[config.mk]
export PLATFORM = sky130hd
export DESIGN_NAME = hlbc_mod
export DESIGN_NICKNAME = d
export VERILOG_FILES = /design/src/rtl/hlbc_pkg.sv /design/src/rtl/hlbc_mod.sv
export SDC_FILE = /design/constraint.sdc
export NUM_CORES = 1
export LEC_CHECK = 0
export BUFFER_PORTS_ARGS = -buffer_cell sky130_fd_sc_hd__buf_2
export CAP_MARGIN = 10
export CORE_AREA = 2 2 103 105
export CTS_CLUSTER_DIAMETER = 50
export DETAILED_ROUTE_END_ITERATION = 8
export DIE_AREA = 0 0 105 107
export PLACE_DENSITY_LB_ADDON = 0.25
export SLEW_MARGIN = 20
export SYNTH_ARGS = -nofsm -noshare
export SYNTH_HDL_FRONTEND = slang
export SYNTH_SLANG_ARGS = --single-unit
[constraint.sdc]
create_clock -name i_clk -period 5.99 [get_ports i_clk]
set_input_delay 0 -clock i_clk [delete_from_list [all_inputs] [get_ports i_clk]]
set_output_delay 0 -clock i_clk [all_outputs]
set_load 0.005 [all_outputs]
[src/rtl/hlbc_pkg.sv]
`default_nettype none
// ----------------------------------------------------------------------------
// hlbc_pkg
// Shared types and constants of the block cache tag engine.
// ----------------------------------------------------------------------------
package hlbc_pkg;

    localparam int NUM_BUCKETS = 13;
    localparam int NUM_WAYS    = 5;
    localparam int SLOT_COUNT  = NUM_BUCKETS * NUM_WAYS;
    localparam int SLOT_W      = $clog2(SLOT_COUNT);

    localparam logic [1:0] OP_GET     = 2'd0;
    localparam logic [1:0] OP_RELEASE = 2'd1;
    localparam logic [1:0] OP_PIN     = 2'd2;
    localparam logic [1:0] OP_UNPIN   = 2'd3;

    localparam logic [1:0] ST_DONE = 2'd0;
    localparam logic [1:0] ST_MISS = 2'd1;
    localparam logic [1:0] ST_FULL = 2'd2;
    localparam logic [1:0] ST_ERR  = 2'd3;

    typedef struct packed {
        logic [1:0]  opcode;
        logic [15:0] device_id;
        logic [31:0] block_number;
        logic [31:0] now_tick;
        logic [3:0]  slot_bucket;
        logic [2:0]  slot_way;
    } t_in;

    typedef struct packed {
        logic [1:0] status;
        logic [3:0] bucket_index;
        logic [2:0] way_index;
        logic       needs_fill;
        logic [7:0] ref_count;
    } t_out;

    // One stored way
    typedef struct packed {
        logic [15:0] dev;
        logic [31:0] blk;
        logic [7:0]  cnt;
        logic [31:0] tick;
        logic        vld;
    } t_entry;

endpackage
`default_nettype wire

[src/rtl/hlbc_mod.sv]
`default_nettype none
// ----------------------------------------------------------------------------
// hlbc_mod
// Block number modulo the bucket count: residue fold, then reciprocal multiply.
// ----------------------------------------------------------------------------
module hlbc_mod (
    input  wire logic        i_clk,
    input  wire logic        i_rst_n,
    input  wire logic        i_start,
    input  wire logic [31:0] i_value,
    output logic             o_done,
    output logic [3:0]       o_rem
);
    import hlbc_pkg::*;

    // residues of the 12-bit chunk weights
    localparam logic [5:0]  K12   = 6'((2**12) % NUM_BUCKETS);
    localparam logic [5:0]  K24   = 6'((2**24) % NUM_BUCKETS);
    // rounded-up reciprocal, exact for a folded value below 2^20
    localparam int          SH    = 26;
    localparam logic [26:0] RECIP = 27'(((2**SH) + NUM_BUCKETS - 1) / NUM_BUCKETS);

    logic [19:0] r_x;
    logic [19:0] r_q;
    logic [3:0]  r_rem;
    logic [1:0]  r_stg;
    logic [19:0] w_fold;
    logic [46:0] w_prod;

    // fold the three chunks into one small value with the same residue
    assign w_fold = 20'(i_value[31:24]) * 20'(K24)
                  + 20'(i_value[23:12]) * 20'(K12)
                  + 20'(i_value[11:0]);
    assign w_prod = 47'(r_x) * 47'(RECIP);

    // fold on start, quotient next cycle, remainder the cycle after
    always_ff @(posedge i_clk) begin
        if (!i_rst_n) begin
            r_stg  <= '0;
            o_done <= 1'b0;
        end else begin
            o_done <= 1'b0;
            r_stg  <= {r_stg[0], i_start};
            if (i_start) r_x <= w_fold;
            if (r_stg[0]) r_q <= w_prod[SH +: 20];
            if (r_stg[1]) begin
                r_rem  <= 4'(r_x - r_q * 20'(NUM_BUCKETS));
                o_done <= 1'b1;
            end
        end
    end

    assign o_rem = r_rem;

endmodule
`default_nettype wire

==> qor.yml, run 1 <==
clock_tree:
  worstSkewPairLatency_ps: 280
  postCtsSetupBuffers: 0
  clk_pin_slew_ps: 100
  cts.sinks: 25
  numCtsBuffers: 3
  cts-htree-levels: 1
  cts_root_buf: "clkbuf_8"
  cts_resized: 0
  clockBufferDepth: 2
  cts_tree: "yes"
die:
  die-width_um: 105
  initial_core_util: 0.587
  ioPinCount: 40
  rows: 37
  core_sq_um: 10100
  die_y_um: 107
  die_area_sq_um: 11200
synth:
  synth-edff-count: 22
  yosysSeqAreaShare: 0.122
  synth_ff_type: "edfxtp_1"
  yosysWarnings: 0
  synth_top_area_cell: "fa_1"
  synth_commonest_cells: "171 x inv_1, 125 x ha_1, 97 x fa_1"
  syn_inst: 574
  synth.top_cell.area_share: 0.328
  ys_types: 45
  mappedNetlistNets: 831
  synth.most_common_cell: "inv_1"
  synthArstFlopShare: 0
  syn_area_per_cell_sq_um: 10.3
  synth_area_leaders: "fa_1 33%, ha_1 26%, edfxtp_1 11%"
  synth_area_sq_um: 5920
  ys_ff_latch: 25
final_layout:
  layout.nets: 879
  final_layout_size_suffix_gt1_frac: 0.0870
  num_antenna_cells: 0
  fillers: 870
  area_growth_pct: 7.63
drt:
  drc: 0
  dr.first_iter.drc_count: 130
  vias: 3972
  first_pass_iters: 4
  ant_nets: 0
  postRouteWirelength_mm: 12.2
  routedWlPerCell_um: 16.1
  viasPerCell: 5.25
global_route:
  busiest_layer: "met2"
  grt_max_degree: 15
  gr-total-overflow: 0
  grt_pass1_vias: 4350
  met1_usage: 0.294
  grt_pass1_wl_mm: 20.9
  met2_usage: 0.457
  use_met3: 0.0213
  grt_antenna_before_repair: 0
  gr-usage-all-layers: 0.237
sta:
  finalSetupTns_ps: 0
  finalCritPeriodShare: 0.894
  fmax_mhz: 187
  worst_pin_slew_ps: 683
  finalClockSkew_ps: 9.95
  slew_headroom: 0.545
  setup_viol_count_final: 0
  finalHoldViolations: 0
  period_minus_slack_ps: 5350
  rsz0062_at_grt: "no"
  slew_viol_final: 0
critical_path:
  crit_type: "flip-flop to flip-flop"
  cp_max_fo: 7
  cp_data_required_time_ps: 6030
  critPathSlowestCell: "fa_1"
  cp_common_cell: "fa_1"
  crit_chain: "fa_1 > xor2_1 > ha_1 > a21oi_1 > fa_1 > fa_1 > inv_1 > fa_1 > inv_1 > fa_1 > inv_1 > ha_1 > a211oi_1 > o21ai_0 > a311oi_1 > nand4b_1 > nand3_1 > xor2_1"
  start_kind: "flip-flop"
  worstSetupEndpointType: "flip-flop"
  crit_arrival_ps: 5390
  crit_path_max_incr_delay_ps: 560
run:
  drv_cap: 0
place:
  dp_hpwl_mm: 11.2
  port_buffers: 39
  gp_congestion: 0.966
min_path:
  hp-class: "input port to flip-flop"
run_status:
  status: "finished clean"
metrics by stage:
stage	cells	cell area [sq um]	utilization	hold WS, ps	worst slack (ps)
floorplan	574	5920	-	122	978
global placement	750	6300	0.624	211	788
detailed placement	750	6300	0.624	222	656
CTS	757	6370	0.632	204	648
global route	757	6370	0.632	224	271
finish	757	6370	0.632	197	636
what timing repair did:
action	CTS	global route
hold buffers	3	0
endpoints found under the hold margin	3	0
setup endpoints to repair	0	0
sequential cells by signal (all words and copies together), names as in the netlist:
name	flops
r_stg	2
o_done	1
r_q	4
r_x	14
o_rem	4
critical path: cells and delay by family, from the launching register on:
| family | cells | cell delay [ps] |
|---|---|---|
| fa+ha+maj | 7 | 3110 |
| compound gates | 4 | 740 |
| flops | 1 | 540 |
| xor+xnor | 2 | 340 |
| simple gates | 2 | 230 |
| buf+inv | 3 | 150 |
layout make-up:
type                    count  area (sq um)  share of cell area
clock buffers               4          45.0             0.00707
inverters                 171           642               0.101
multi-input cells         377          4560               0.715
flip-flops and latches     25           721               0.113
well taps                 136           170              0.0267
repair buffers             44           240              0.0377
worst paths after layout:
check / startpoint / end / slack [ps] / depth (start not counted)
max reg2reg: r_x[11] / r_q[0] / 640 / 18
max: r_x[11] / r_q[0] / 640 / 18
min: i_value[24] / r_x[0] / 200 / 4
min reg2reg: r_stg[0] / r_stg[1] / 470 / 1
metal layers:
metal  vias to the layer above  share of wire
li1                       1926              -
met1                      1971           0.43
met2                        61           0.53
met3                        14          0.026
met4                         0          0.012
met5                         -              0
cell families (layout without fill, tap and decap cells):
kind of cell               after synthesis  in the layout  synth area share
adders and majority gates              222            222             0.592
buffers and inverters                  172            219             0.109
AOI/OAI and AO/OA                       72             72            0.0853
and+or+nand+nor                         56             56            0.0522
xor gates and xnor gates                27             27            0.0399
DFF                                     25             25             0.122
placed cells by master (no fill, tap or decap), types with 3 or more instances in the layout:
master         count
a21o_1             9
buf_2             39
ha_1             125
and3_1             3
o21ai_0           12
xor2_1             6
clkbuf_8           3
fa_1              97
edfxtp_1          22
inv_1            171
o21ai_1            4
nor2_1             8
nor3_1            10
a211oi_1           3
nand3_1            8
xnor2_1           21
dlygate4sd3_1      3
a21oi_1           20
and2_1             9
nand2_1            6
o21a_1             3
dfxtp_1            3
Power of run 1 is left out: the tool's default activity adds up to more than one toggle a clock period on the data nets, which glitch-free logic cannot reach.
==> run 2: changes to the inputs <==
Settings changed: GPL_TIMING_DRIVEN set to 0.
==> run 2 against run 1 <==
- register-to-register slack worse by 110 ps
- final cell count is 0.26% lower
- flip-flop and latch count stayed put
- global-route usage is 0.72 points lower
- fmax is 2.1% lower
- via count is 0.48% higher
- critical endpoint is now r_q[2]
- largest cell class unchanged
- highest routed layer unchanged
==> qor.yml, run 2 (same netlist as run 1, synthesis figures left out) <==
drt:
  drt-met1-wl_mm: 4.99
  highest-signal-layer: "met4"
  viasPerCell: 5.29
  dr.first_iter.drc_count: 160
  wl_met3_um: 356
  postRouteWirelength_mm: 11.7
  ant_nets: 0
  wl_met2_mm: 6.03
  routedWlPerCell_um: 15.4
  first_pass_iters: 4
  drc: 0
  vias: 3991
global_route:
  grt_max_degree: 15
  grt_pass1_vias: 4452
  gr-usage-all-layers: 0.229
  grt_pass1_wl_mm: 20.4
  gr-total-overflow: 0
  grt_antenna_before_repair: 0
clock_tree:
  cts-hold-fix-buffers: 2
  clk_pin_slew_ps: 80
  cts-htree-levels: 1
  numCtsBuffers: 3
  cts_resized: 0
  postCtsSetupBuffers: 0
  worstSkewPairLatency_ps: 270
  cts_tree: "yes"
  cts_root_buf: "clkbuf_8"
  clockBufferDepth: 2
  cts.sinks: 25
sta:
  finalClockSkew_ps: 2.88
  whs_ps: 205
  finalCritPeriodShare: 0.913
  finalHoldViolations: 0
  fmax_mhz: 183
  rsz0062_at_grt: "no"
  setup_viol_count_final: 0
  worst_pin_slew_ps: 690
  finalSetupTns_ps: 0
  period_minus_slack_ps: 5470
  slew_viol_final: 0
  slew_headroom: 0.540
final_layout:
  layout.nets: 877
  final_cells: 755
  final_layout_size_suffix_gt1_frac: 0.0840
  final_cell_mix: "171 x inv_1, 125 x ha_1, 97 x fa_1"
  regMostFlops: "r_x"
  largest_register_ffs: 14
  final_common_cell: "inv_1"
  num_antenna_cells: 0
  area_growth_pct: 7.27
place:
  dp_hpwl_mm: 10.6
  placed_cells: 749
  gp_congestion: 0.910
  port_buffers: 39
run:
  drv_cap: 0
critical_path:
  cp_common_cell: "fa_1"
  cp-startpoint: "r_x[11]"
  crit_path_max_incr_delay_ps: 570
  cp-endpoint: "r_q[2]"
  r2r_start: "r_x[11]"
  crit_arrival_ps: 5500
  r2r_end: "r_q[2]"
  cp_max_fo: 7
  r2r_slack_ps: 520
  critPathSlowestCell: "fa_1"
  worstSetupEndpointType: "flip-flop"
  ff2ff_path_depth: 18
  crit_type: "flip-flop to flip-flop"
  path_depth: 18
  crit_chain: "fa_1 > xor2_1 > ha_1 > a21oi_1 > fa_1 > fa_1 > inv_1 > fa_1 > inv_1 > fa_1 > inv_1 > ha_1 > a211oi_1 > o21ai_0 > o2111ai_1 > a31oi_1 > a211oi_2 > xnor2_1"
  path_delay_family: "adder cells"
  start_kind: "flip-flop"
  crit_buf_inv: 3
  cp_data_required_time_ps: 6020
die:
  ioPinCount: 40
  core_sq_um: 10100
  die_area_sq_um: 11200
  initial_core_util: 0.587
  die_y_um: 107
  die-width_um: 105
  rows: 37
run_status:
  status: "finished clean"
min_path:
  hp-class: "input port to flip-flop"
## run 2: cell types whose count changed in the layout (fill, tap and decap cells not counted)
cell,previous run,this run
dlygate4sd3_1,3,2
buf_4,2,0
clkbuf_1,1,2
## run 2: routing by layer
| metal | vias up | global-route usage |
|---|---|---|
| li1 | 1927 | - |
| met1 | 1958 | 0.287 |
| met2 | 82 | 0.422 |
| met3 | 24 | 0.0261 |
| met4 | 0 | 0.0610 |
| met5 | - | 0 |
## run 2: worst min path at each step
stage | startpoint | endpoint | depth (start not counted)
floorplan | i_rst_n | o_done | 1
global placement | i_start | r_stg[0] | 2
detailed placement | i_start | r_stg[0] | 2
CTS | i_value[25] | r_x[1] | 3
global route | i_value[25] | r_x[1] | 3
finish | i_value[25] | r_x[1] | 3
## run 2: cell type report
class | count | area, sq um
fill | 853 | 3740
sequential | 25 | 721
multi-input combinational | 377 | 4560
inverter | 171 | 642
clock buffer | 4 | 45.0
tap | 136 | 170
timing repair buffer | 41 | 215
buffer | 1 | 3.75
## run 2: through the flow
step,utilization,cell area (sq um),setup WS (ps)
6_report,0.630,6350,523
5_1_grt,0.630,6350,136
4_1_cts,0.630,6350,496
3_5_place_dp,0.623,6290,524
3_3_place_gp,0.623,6290,601
2_1_floorplan,-,5920,978
## run 2: worst reg2reg max path, cell delays in order, from the launching register on
cell	delay, ps
edfxtp_1	560
fa_1	570
xor2_1	160
ha_1	180
a21oi_1	170
fa_1	470
fa_1	540
inv_1	50
fa_1	560
inv_1	70
fa_1	500
inv_1	40
ha_1	330
a211oi_1	200
o21ai_0	150
o2111ai_1	260
a31oi_1	140
a211oi_2	190
xnor2_1	80
Power of run 2 is left out for the same reason.
